File: src/hdl/rledc_pkg.sv
`default_nettype none

package rledc_pkg;

    localparam int unsigned Q_DEPTH = 4;
    localparam int unsigned Q_AW    = $clog2(Q_DEPTH);
    localparam int unsigned Q_CW    = $clog2(Q_DEPTH + 1);

    localparam int unsigned NUM_DIGITS = 5;
    localparam logic [2:0]  LAST_PIDX  = 3'd4;
    localparam logic [7:0]  ASCII_ZERO = 8'h30;

    typedef struct packed {
        logic [7:0]  run_byte;
        logic [15:0] run_len;
        logic        sat;
        logic        last;
        logic        eos;
    } t_cmd;

    localparam logic [16:0] DIG_MULT [NUM_DIGITS][10] = '{
        '{17'd0, 17'd10000, 17'd20000, 17'd30000, 17'd40000,
          17'd50000, 17'd60000, 17'd70000, 17'd80000, 17'd90000},
        '{17'd0, 17'd1000, 17'd2000, 17'd3000, 17'd4000,
          17'd5000, 17'd6000, 17'd7000, 17'd8000, 17'd9000},
        '{17'd0, 17'd100, 17'd200, 17'd300, 17'd400,
          17'd500, 17'd600, 17'd700, 17'd800, 17'd900},
        '{17'd0, 17'd10, 17'd20, 17'd30, 17'd40,
          17'd50, 17'd60, 17'd70, 17'd80, 17'd90},
        '{17'd0, 17'd1, 17'd2, 17'd3, 17'd4,
          17'd5, 17'd6, 17'd7, 17'd8, 17'd9}
    };

endpackage

`default_nettype wire

File: src/hdl/rledc_cmdq.sv
`default_nettype none

module rledc_cmdq (
    input  wire logic            i_clk,
    input  wire logic            i_rst_n,
    input  wire logic            i_wr,
    input  wire rledc_pkg::t_cmd i_wr_cmd,
    output logic                 o_full,
    input  wire logic            i_rd,
    output logic                 o_valid,
    output rledc_pkg::t_cmd      o_head
);

    rledc_pkg::t_cmd                  r_mem [rledc_pkg::Q_DEPTH];
    logic [rledc_pkg::Q_AW-1:0]       r_wr_ptr;
    logic [rledc_pkg::Q_AW-1:0]       r_rd_ptr;
    logic [rledc_pkg::Q_CW-1:0]       r_count;
    logic                             w_do_wr;
    logic                             w_do_rd;

    assign o_full  = (r_count == rledc_pkg::Q_CW'(rledc_pkg::Q_DEPTH));
    assign o_valid = (r_count != '0);
    assign o_head  = r_mem[r_rd_ptr];
    assign w_do_wr = i_wr && !o_full;
    assign w_do_rd = i_rd && o_valid;

    always_ff @(posedge i_clk) begin
        if (w_do_wr) begin
            r_mem[r_wr_ptr] <= i_wr_cmd;
        end
    end

    always_ff @(posedge i_clk) begin
        if (!i_rst_n) begin
            r_wr_ptr <= '0;
            r_rd_ptr <= '0;
            r_count  <= '0;
        end else begin
            if (w_do_wr) begin
                r_wr_ptr <= r_wr_ptr + 1'b1;
            end
            if (w_do_rd) begin
                r_rd_ptr <= r_rd_ptr + 1'b1;
            end
            case ({w_do_wr, w_do_rd})
                2'b10:   r_count <= r_count + 1'b1;
                2'b01:   r_count <= r_count - 1'b1;
                default: r_count <= r_count;
            endcase
        end
    end

endmodule

`default_nettype wire

File: src/hdl/rledc_front.sv
`default_nettype none

module rledc_front #(
    parameter int unsigned MAX_RUN = 65535
) (
    input  wire logic            i_clk,
    input  wire logic            i_rst_n,
    input  wire logic            i_push,
    output logic                 o_full,
    input  wire logic [7:0]      i_in_byte,
    input  wire logic            i_stream_end,
    input  wire logic            i_q_full,
    output logic                 o_q_wr,
    output rledc_pkg::t_cmd      o_q_cmd
);

    localparam logic [15:0] MaxLen = 16'(MAX_RUN);

    logic [7:0]      r_held;
    logic [15:0]     r_len;
    logic            r_active;
    logic            r_clip;
    logic            r_pend_v;
    rledc_pkg::t_cmd r_pend;

    logic            w_accept;
    logic            w_ext;
    logic            w_close;
    logic [15:0]     n_len;
    logic            n_clip;
    logic [7:0]      n_held;
    rledc_pkg::t_cmd w_old_run;
    rledc_pkg::t_cmd w_end_run;

    assign o_full   = r_pend_v || i_q_full;
    assign w_accept = i_push && !o_full;
    assign w_ext    = r_active && (i_in_byte == r_held);
    assign w_close  = r_active && !w_ext;

    always_comb begin
        if (w_ext) begin
            n_held = r_held;
            if (r_len >= MaxLen) begin
                n_len  = MaxLen;
                n_clip = 1'b1;
            end else begin
                n_len  = r_len + 16'd1;
                n_clip = r_clip;
            end
        end else begin
            n_held = i_in_byte;
            n_len  = 16'd1;
            n_clip = 1'b0;
        end
    end

    always_comb begin
        w_old_run.run_byte = r_held;
        w_old_run.run_len  = r_len;
        w_old_run.sat      = r_clip;
        w_old_run.last     = !i_stream_end;
        w_old_run.eos      = 1'b0;

        w_end_run.run_byte = n_held;
        w_end_run.run_len  = n_len;
        w_end_run.sat      = n_clip;
        w_end_run.last     = 1'b1;
        w_end_run.eos      = 1'b1;
    end

    always_comb begin
        if (r_pend_v) begin
            o_q_wr  = !i_q_full;
            o_q_cmd = r_pend;
        end else begin
            o_q_wr  = w_accept && (w_close || i_stream_end);
            o_q_cmd = w_close ? w_old_run : w_end_run;
        end
    end

    always_ff @(posedge i_clk) begin
        if (w_accept && w_close && i_stream_end) begin
            r_pend <= w_end_run;
        end
    end

    always_ff @(posedge i_clk) begin
        if (!i_rst_n) begin
            r_held   <= '0;
            r_len    <= '0;
            r_active <= 1'b0;
            r_clip   <= 1'b0;
            r_pend_v <= 1'b0;
        end else begin
            if (r_pend_v && !i_q_full) begin
                r_pend_v <= 1'b0;
            end
            if (w_accept) begin
                r_held <= n_held;
                if (i_stream_end) begin
                    r_len    <= '0;
                    r_clip   <= 1'b0;
                    r_active <= 1'b0;
                end else begin
                    r_len    <= n_len;
                    r_clip   <= n_clip;
                    r_active <= 1'b1;
                end
                if (w_close && i_stream_end) begin
                    r_pend_v <= 1'b1;
                end
            end
        end
    end

endmodule

`default_nettype wire

File: src/hdl/rledc_back.sv
`default_nettype none

module rledc_back (
    input  wire logic            i_clk,
    input  wire logic            i_rst_n,
    input  wire logic            i_q_valid,
    input  wire rledc_pkg::t_cmd i_q_head,
    output logic                 o_q_rd,
    output logic                 o_empty,
    input  wire logic            i_pop,
    output logic [7:0]           o_out_byte,
    output logic                 o_item_done,
    output logic                 o_end_of_stream,
    output logic                 o_run_saturated
);

    logic        r_busy;
    logic        r_digits;
    logic        r_multi;
    logic [7:0]  r_byte;
    logic [15:0] r_rem;
    logic [2:0]  r_pidx;
    logic        r_sat;
    logic        r_last;
    logic        r_eos;

    logic        r_out_v;
    logic [7:0]  r_out_byte;
    logic        r_out_done;
    logic        r_out_eos;
    logic        r_out_sat;

    logic        w_go;
    logic [3:0]  w_dig;
    logic [16:0] w_sub;
    logic [2:0]  w_start;
    logic        w_done;
    logic [7:0]  n_out_byte;

    assign o_empty         = !r_out_v;
    assign o_out_byte      = r_out_byte;
    assign o_item_done     = r_out_done;
    assign o_end_of_stream = r_out_eos;
    assign o_run_saturated = r_out_sat;

    assign w_go   = r_busy && (!r_out_v || i_pop);
    assign o_q_rd = !r_busy && i_q_valid;

    always_comb begin
        w_dig = 4'd0;
        for (int d = 1; d < 10; d++) begin
            if ({1'b0, r_rem} >= rledc_pkg::DIG_MULT[r_pidx][4'(d)]) begin
                w_dig = 4'(d);
            end
        end
        w_sub = rledc_pkg::DIG_MULT[r_pidx][w_dig];
    end

    always_comb begin
        if (i_q_head.run_len >= 16'd10000) begin
            w_start = 3'd0;
        end else if (i_q_head.run_len >= 16'd1000) begin
            w_start = 3'd1;
        end else if (i_q_head.run_len >= 16'd100) begin
            w_start = 3'd2;
        end else if (i_q_head.run_len >= 16'd10) begin
            w_start = 3'd3;
        end else begin
            w_start = rledc_pkg::LAST_PIDX;
        end
    end

    always_comb begin
        if (r_digits) begin
            w_done     = (r_pidx == rledc_pkg::LAST_PIDX);
            n_out_byte = rledc_pkg::ASCII_ZERO + {4'd0, w_dig};
        end else begin
            w_done     = !r_multi;
            n_out_byte = r_byte;
        end
    end

    always_ff @(posedge i_clk) begin
        if (o_q_rd) begin
            r_byte  <= i_q_head.run_byte;
            r_rem   <= i_q_head.run_len;
            r_multi <= (i_q_head.run_len > 16'd1);
            r_pidx  <= w_start;
            r_sat   <= i_q_head.sat;
            r_last  <= i_q_head.last;
            r_eos   <= i_q_head.eos;
        end else if (w_go && r_digits) begin
            r_rem  <= 16'({1'b0, r_rem} - w_sub);
            r_pidx <= r_pidx + 3'd1;
        end
        if (w_go) begin
            r_out_byte <= n_out_byte;
            r_out_done <= r_last && w_done;
            r_out_eos  <= r_eos && w_done;
            r_out_sat  <= r_sat;
        end
    end

    always_ff @(posedge i_clk) begin
        if (!i_rst_n) begin
            r_busy   <= 1'b0;
            r_digits <= 1'b0;
            r_out_v  <= 1'b0;
        end else begin
            if (o_q_rd) begin
                r_busy   <= 1'b1;
                r_digits <= 1'b0;
            end else if (w_go) begin
                if (w_done) begin
                    r_busy <= 1'b0;
                end
                r_digits <= 1'b1;
            end
            if (w_go) begin
                r_out_v <= 1'b1;
            end else if (i_pop) begin
                r_out_v <= 1'b0;
            end
        end
    end

endmodule

`default_nettype wire

File: src/hdl/run_length_encoder_decimal_counts_core.sv
// Run-length encoder over a byte stream with decimal run counts.
// Input channel: an input beat is taken when push is high and full is low; it
// carries one byte and a mark that ends the stream. Result channel: while empty
// is low the oldest result beat is on the output ports, and pop takes it.
// Each finished run leaves as its byte, followed by the run length as ASCII
// decimal digits when the length exceeds one. item_done marks the last result
// beat caused by an input beat, end_of_stream marks the last beat of a stream.
// The back end takes a run from the command queue, then sends its byte and
// then its digits, one per result beat; it takes the next run only after the
// last beat of the current one. The first result of a run passes from the
// input beat that closes it through the command queue, the back-end run
// registers and the output register. A byte change with an end mark closes
// two runs and holds off the input until the second run enters the queue.
// Reset clears the held run, the command queue and the output register.
// When the receiver stalls, the output register holds its beat, the back end
// waits, the four-entry command queue fills and full rises to stall the sender.
`default_nettype none

module run_length_encoder_decimal_counts_core #(
    parameter int unsigned MAX_RUN = 65535
) (
    input  wire logic       i_clk,
    input  wire logic       i_rst_n,
    input  wire logic       push,
    output logic            full,
    input  wire logic [7:0] i_in_byte,
    input  wire logic       i_stream_end,
    output logic            empty,
    input  wire logic       pop,
    output logic [7:0]      o_out_byte,
    output logic            o_item_done,
    output logic            o_end_of_stream,
    output logic            o_run_saturated
);

    logic            w_q_full;
    logic            w_q_wr;
    rledc_pkg::t_cmd w_q_wr_cmd;
    logic            w_q_rd;
    logic            w_q_valid;
    rledc_pkg::t_cmd w_q_head;

    rledc_front #(
        .MAX_RUN (MAX_RUN)
    ) u_front (
        .i_clk        (i_clk),
        .i_rst_n      (i_rst_n),
        .i_push       (push),
        .o_full       (full),
        .i_in_byte    (i_in_byte),
        .i_stream_end (i_stream_end),
        .i_q_full     (w_q_full),
        .o_q_wr       (w_q_wr),
        .o_q_cmd      (w_q_wr_cmd)
    );

    rledc_cmdq u_cmdq (
        .i_clk    (i_clk),
        .i_rst_n  (i_rst_n),
        .i_wr     (w_q_wr),
        .i_wr_cmd (w_q_wr_cmd),
        .o_full   (w_q_full),
        .i_rd     (w_q_rd),
        .o_valid  (w_q_valid),
        .o_head   (w_q_head)
    );

    rledc_back u_back (
        .i_clk           (i_clk),
        .i_rst_n         (i_rst_n),
        .i_q_valid       (w_q_valid),
        .i_q_head        (w_q_head),
        .o_q_rd          (w_q_rd),
        .o_empty         (empty),
        .i_pop           (pop),
        .o_out_byte      (o_out_byte),
        .o_item_done     (o_item_done),
        .o_end_of_stream (o_end_of_stream),
        .o_run_saturated (o_run_saturated)
    );

endmodule

`default_nettype wire

File: config.mk
export PLATFORM = sky130hd
export DESIGN_NAME = run_length_encoder_decimal_counts_core
export DESIGN_NICKNAME = d
export VERILOG_FILES = /design/src/hdl/rledc_pkg.sv /design/src/hdl/rledc_cmdq.sv /design/src/hdl/rledc_front.sv /design/src/hdl/rledc_back.sv /design/src/hdl/run_length_encoder_decimal_counts_core.sv
export SDC_FILE = /design/constraint.sdc
export NUM_CORES = 1
export LEC_CHECK = 0
export BUFFER_PORTS_ARGS = -buffer_cell sky130_fd_sc_hd__clkbuf_2
export CAP_MARGIN = 0
export CORE_ASPECT_RATIO = 1.75
export CORE_MARGIN = 1
export CORE_UTILIZATION = 60
export CTS_BUF_LIST = sky130_fd_sc_hd__clkbuf_4
export CTS_CLUSTER_SIZE = 10
export DETAILED_ROUTE_END_ITERATION = 7
export HOLD_SLACK_MARGIN = 0.05
export PLACE_DENSITY = 0.78
export SLEW_MARGIN = 20
export SYNTH_ARGS = -nofsm -noshare
export SYNTH_HDL_FRONTEND = slang
export SYNTH_SLANG_ARGS = --single-unit
export TNS_END_PERCENT = 5
File: constraint.sdc
create_clock -name i_clk -period 6.45 [get_ports i_clk]
set_clock_uncertainty 0.15 [all_clocks]
set_input_delay 0.9675 -clock i_clk [delete_from_list [all_inputs] [get_ports i_clk]]
set_output_delay 0.9675 -clock i_clk [all_outputs]
set_load 0.01 [all_outputs]
======== Word-level counts from Yosys, hierarchy flattened ========
Memories as Yosys holds them, arrays and structs flattened. A register that Yosys moved wholly into a read port is not among the register bits.
Index checks and enable logic that the tools add are counted.
cells by class
  equal/unequal tests ..................... 5
  add/sub/neg operators ................... 8
  muxes and demuxes ....................... 46
  magnitude comparators ................... 15
  bitwise logic cells ..................... 3
  reduce and logical (&&, ||, !) cells .... 33
operators with widths
  kind                                                                     number
  170-bit two-way mux                                                      2
  16-bit by 17-bit >= comparator with 1-bit output                         7
  16-bit two-way mux                                                       7
  17-bit binary-select mux with 4-bit select                               1
  27-bit two-way mux                                                       2
  4-bit two-way mux                                                        6
  3-bit two-way mux                                                        6
  1-bit two-way mux                                                        17
  16-bit by 1-bit adder with 16-bit output, second input constant          1
  16-bit by 10-bit >= comparator with 1-bit output, second input constant  1
  16-bit by 14-bit >= comparator with 1-bit output, second input constant  1
  16-bit >= comparator, second input constant                              1
  16-bit by 4-bit >= comparator with 1-bit output, second input constant   1
  16-bit by 7-bit >= comparator with 1-bit output, second input constant   1
  16-bit by 1-bit > comparator with 1-bit output, second input constant    1
  8-bit two-way mux                                                        2
  16-bit subtractor                                                        1
  1-bit logical AND                                                        15
  2-bit nonzero test                                                       5
  8-bit == test                                                            1
  6-bit by 4-bit adder with 7-bit output, first input constant             1
  1-bit zero test                                                          7
  3-bit by 1-bit adder with 3-bit output, second input constant            2
  3-bit == test, second input constant                                     2
  other kinds (15)                                                         19
storage, ports and cells
  memories kept ........................... 2
  ROM bits ................................ 1360
  register bits ........................... 104
  logic and storage cells ................. 137
  memory bits (writable) .................. 108
  bits of input ports ..................... 13
memories
  name              depth  width  rd ports  clocked after memory_dff  wr ports  RTL line          RTL
  (name not given)  8      170    1         0                         0         rledc_back.sv:52  if ({1'b0, r_rem} >= rledc_pkg::DIG_MULT[r_pidx][4'(d)]) begin
  u_cmdq.r_mem      4      27     1         1                         1         rledc_cmdq.sv:14  rledc_pkg::t_cmd r_mem [rledc_pkg::Q_DEPTH];

======== Logic depth before layout (Yosys ltp) ========
  word-level depth ........................ 19
  mapped depth ............................ 28
  gate-level depth less buffers ........... 25

======== By module ========
Synthesis repeated with hierarchy kept, for this count alone.
second synthesis, totals
  cells, all modules ...................... 1119
  area total of the unflattened synthesis .. 12523.3 um^2
modules (own cells, without submodules)
  module       area an instance (um^2)  times used  seq. area each (um^2)  cells an instance
  rledc_back   4957.3                   1           1321.3                 562
  rledc_cmdq   4441.8                   1           3423.3                 193
  rledc_front  3124.2                   1           1291.2                 364

======== Worst setup path after synthesis ========
OpenSTA, ideal clock, no wires.
  kind .................................... reg2reg
  start point ............................. reg u_back.r_pidx[0]
  end point ............................... reg u_back.r_rem[14] (data pin)
  slack ................................... 0.551 ns
  buffers on the path ..................... 4
  stages on the path, launching flop included .. 28
  required time ........................... 6.033 ns
  arrival time ............................ 5.482 ns
  path through ............................ edfxtp_1 -> inv_1 -> ha_1 -> nor2b_1 -> clkbuf_1 -> inv_1 -> ha_1 -> nand3b_1 -> nor3_1 -> o21ai_1 -> o311ai_2 -> buf_2 -> nand2b_1 -> o211ai_4 -> buf_6 -> buf_2 -> and2_1 -> ha_1 -> fa_1 -> nor2b_1 -> o21ai_0 -> a21oi_1 -> o21ai_0 -> a211oi_1 -> nor3b_1 -> o31ai_1 -> xnor2_1 -> o21ai_0
between the ends
  word-level cells in the longest chain between the ends .. 19
  elaborated cells between the ends (all ways) .. 25
  classes of those cells .................. 1 x add/sub; 7 x order compare; 14 x mux; 2 x bitwise; 1 x memory
ends and longest elaborated chain
  item                                                        RTL line                            RTL
  start: declaration                                          rledc_back.sv:22                    logic [2:0] r_pidx;
  start signal: assignment                                    rledc_back.sv:88                    r_pidx <= w_start;
  start signal: assignment                                    rledc_back.sv:94                    r_pidx <= r_pidx + 3'd1;
  3-bit NOT with 4-bit output (not written as such) (*)       rledc_back.sv:52, rledc_back.sv:56
  memory read 8 x 170 bit (*)                                 n/a
  170-bit two-way mux (not written as such) (*) (2 in a row)  rledc_back.sv:52
  16-bit by 17-bit >= comparator with 1-bit output            rledc_back.sv:52
  1-bit two-way mux                                           rledc_back.sv:52
  4-bit two-way mux (6 in a row)                              rledc_back.sv:52
  4-bit NOT with 5-bit output (not written as such)           rledc_back.sv:56                    w_sub = rledc_pkg::DIG_MULT[r_pidx][w_dig];
  17-bit binary-select mux with 4-bit select (*)              rledc_back.sv:56
  16-bit two-way mux (not written as such) (*) (2 in a row)   rledc_back.sv:56
  16-bit subtractor (*)                                       rledc_back.sv:93                    r_rem <= 16'({1'b0, r_rem} - w_sub);
  16-bit two-way mux (*)                                      rledc_back.sv:92                    end else if (w_go && r_digits) begin
  16-bit two-way mux (*)                                      rledc_back.sv:84                    if (o_q_rd) begin
  end signal: assignment                                      rledc_back.sv:86                    r_rem <= i_q_head.run_len;
  end signal: assignment                                      rledc_back.sv:93
  end: declaration                                            rledc_back.sv:21                    logic [15:0] r_rem;
Mark *: on every way between the ends. The rest lies on a longest branch, timed or not. The select of a mux whose other input is x is not followed.
A chain may end at the register's enable or synchronous reset.

======== Worst setup path after layout ========
  start point ............................. reg u_back.r_pidx[0]
  end point ............................... reg u_back.r_rem[15] (data pin)
The elaborated chain is that of the path after synthesis.

==> results.toml <==
[worst_setup_path]
worst_r2r_path_depth = 24
reg2reg_slack_ps = 290
cell_family_with_the_largest_share_of_critical_path_delay = "compound AO/OA/AOI/OAI gates"
critical_path_arrival_ps = 6350
max_stage_delay_ps = 410
critical_path_peak_fanout = 8
startpoint_type = "flip-flop"
worstPathCellList = "buf_4, ha_1, nor2_1, inv_1, ha_1, a2111oi_2, o21ai_1, o21ai_1, o311ai_2, or3_1, o211ai_4, buf_4, and2_1, a22o_1, inv_2, ha_1, a21o_1, a31oi_1, a21oi_1, a41oi_1, a21oi_1, a31o_2, xnor2_1, o21ai_0"
timing.critical_path.buf_inv = 4
critPathKind = "flip-flop to flip-flop"
r2r-start = "u_back.r_pidx[0]$_DFFE_PP_"
cp-end-kind = "flip-flop"
cell_type_with_the_highest_occurrence_count_on_the_critical_path = "ha_1"
worstReg2RegEnd = "u_back.r_rem[15]$_DFFE_PP_"
max_stage_delay_cell_worst_path = "or3_1"
critical_path_required_ps = 6640

[logic_synthesis]
ys.flop_type = "edfxtp_1"
mappedNetlistArea_mm2 = 0.0120
ys_async_sr_fraction_pct = 0
ys.warnings.count = 0
synth_nets = 1151
avgSynthCellArea_um2 = 11.5
synth_seq_cells = 214
sequential_cell_area_fraction_in_the_yosys_report_pct = 50.1
netlist-cell-type-count = 83
netlist_instances = 1044
synth_edf_count = 175

[placed_design]
io_buffers = 25
place_area_mm2 = 0.0125
dp_hpwl_um = 20200
place_congestion = 1.02
placed_cells_incl_taps = 1298

[timing]
slew_headroom_pct = 29.2
max_freq_mhz = 162
worst-slew-pin-transition_ps = 1060
final-hold-violation-count = 0
setup-violations-final = 0
tns_ps = 0
rsz0062_at_grt = "true"
finalWorstPathRequiredPeriod_ps = 6160
slew_violations = 0
final_min_period_over_clock_period_pct = 95.6

[min_path]
hold-path-endpoint = "u_back.o_run_saturated$_DFFE_PP_"
min_delay_path_depth = 0
hold_path.startpoint = "u_back.r_sat$_DFFE_PP_"
hold_path.class = "flip-flop to flip-flop"

[global_route]
globalRouteMet1Util_pct = 29.6
grt_max_degree = 54
globalRoute.totalOverflow = 0
number_of_antenna_violations_at_the_first_check_in_global_routing = 1
busiest_layer = "met2"
globalRouteTotalUtil_pct = 28.6
grt_util_met2_pct = 51.3
number_of_global_route_vias_before_repair = 8525
gr-usage-met3_pct = 5.06
wire_length_of_the_first_global_routing_pass_um = 44200

[die]
design.die.area_mm2 = 0.0207
die_width_um = 109
io_pins = 26
dieHeight_um = 189
design.core.area_mm2 = 0.0197
floorplan.initialDensity_pct = 61.0
placementRows = 68

[clock_network]
cts.reportedPaths.clkPinSlew_ps = 80
clock-sinks = 214
clock_path_buffers = 3
clk_root_buffer_cell = "clkbuf_4"
clock_insertion_delay_worst_skew_ps = 600
h-tree-depth = 2
cts_inserted_buffers = 41
tritoncts = "done"

[run]
number_of_violations_of_the_max_capacitance_limit = 0

[routing]
drt-vias-per-instance = 6.20
detailedRoute.firstIterationViolations = 551
drc = 0
final_antenna_net_count = 0
postRouteWirelength_um = 28300
routed-via-count = 8534
avgRoutedWirePerCell_um = 20.6
dr.pass1.iters = 5

[finish]
fin_nets = 1205
n_fill_cell = 1514
areaGrowthSynthToFinish_pct = 8.98
layout-drive-gt1-share_pct = 16.9
stdcell_area_mm2 = 0.0131
most_used_cells_in_the_layout_excluding_fill_and_tap_cells = "edfxtp_1 (175), nand2_1 (96), ha_1 (92)"
instances_no_fill = 1376
most_frequent_standard_cell_in_the_layout_excluding_fill_and_tap_cells = "edfxtp_1"

[status]
status = "completed"
[kinds of logic (layout without fill, tap and decap cells)]
group / after synthesis / in the layout / share of synthesized area, %
other cells: 0 / 1 / 0
simple gates: 286 / 286 / 12.3
mux: 53 / 53 / 7.34
compound gates: 264 / 264 / 14.4
flops: 214 / 214 / 50.1
xor+xnor: 36 / 36 / 2.62
buf+inv: 97 / 183 / 3.28
fa+ha+maj: 94 / 94 / 9.89
[worst max path at each step]
stage	end	slack [ps]	cells after the start	from
2_1_floorplan	u_back.r_rem[14]$_DFFE_PP_	550	27	u_back.r_pidx[0]$_DFFE_PP_
3_3_place_gp	u_back.r_rem[14]$_DFFE_PP_	310	25	u_back.r_pidx[1]$_DFFE_PP_
3_5_place_dp	u_back.r_rem[14]$_DFFE_PP_	230	25	u_back.r_pidx[1]$_DFFE_PP_
4_1_cts	u_back.r_rem[14]$_DFFE_PP_	240	25	u_back.r_pidx[1]$_DFFE_PP_
5_1_grt	u_back.r_rem[14]$_DFFE_PP_	-30	25	u_back.r_pidx[1]$_DFFE_PP_
6_report	u_back.r_rem[15]$_DFFE_PP_	290	24	u_back.r_pidx[0]$_DFFE_PP_
[cells in the mapped netlist, drive strengths merged (20+ instances only)]
master	instances	area, um2
edfxtp	175	5260
nand2	96	360
ha	92	1150
o21ai	81	405
a21oi	75	379
inv	47	176
nor2	41	164
dfxtp	39	781
clkbuf	38	143
nor2b	31	194
mux4	28	631
xnor2	26	228
mux2i	22	220
nand3	20	100
[per-stage QoR]
step / setup WS, ps / hold WS [ps] / util, %
2_1_floorplan: 551 / 250 / -
3_3_place_gp: 314 / 330 / 63.4
3_5_place_dp: 230 / 327 / 63.4
4_1_cts: 237 / 341 / 66.3
5_1_grt: -28.2 / 339 / 66.5
6_report: 286 / 325 / 66.5
[sequential cells by signal, summed over array words and instances (netlist names), 8 cells and up, named ones only]
signal	flops
u_back.r_rem	16
u_cmdq.r_mem	108
u_front.r_held	8
u_front.r_len	16
u_back.r_byte	8
u_front.r_pend	25
u_back.o_out_byte	8
[what timing repair did]
action | CTS | global route
buffers inserted | 0 | 2
setup endpoints to repair | 0 | 7
gates resized for setup | 0 | 9
hold buffers | 0 | 0
[cell type report]
cell class                 instances  area, um2  area share (%)
clock buffer                      59        443            3.37
tap                              245        307            2.33
inverter                          48        180            1.37
clock inverter                    16        118           0.896
multi-input combinational        733       5650            43.0
sequential                       214       6040            46.0
timing repair buffer              60        392            2.98
antenna                            1       2.50          0.0191
[metal layers]
layer / up-vias / part of all wire, %
li1: 4074 / -
met1: 4099 / 35
met2: 251 / 53
met3: 110 / 4.6
met4: 0 / 7.2
met5: - / 0
Power is left out: the tool's default activity adds up to more than one toggle a clock period on the data nets, which glitch-free logic cannot reach.
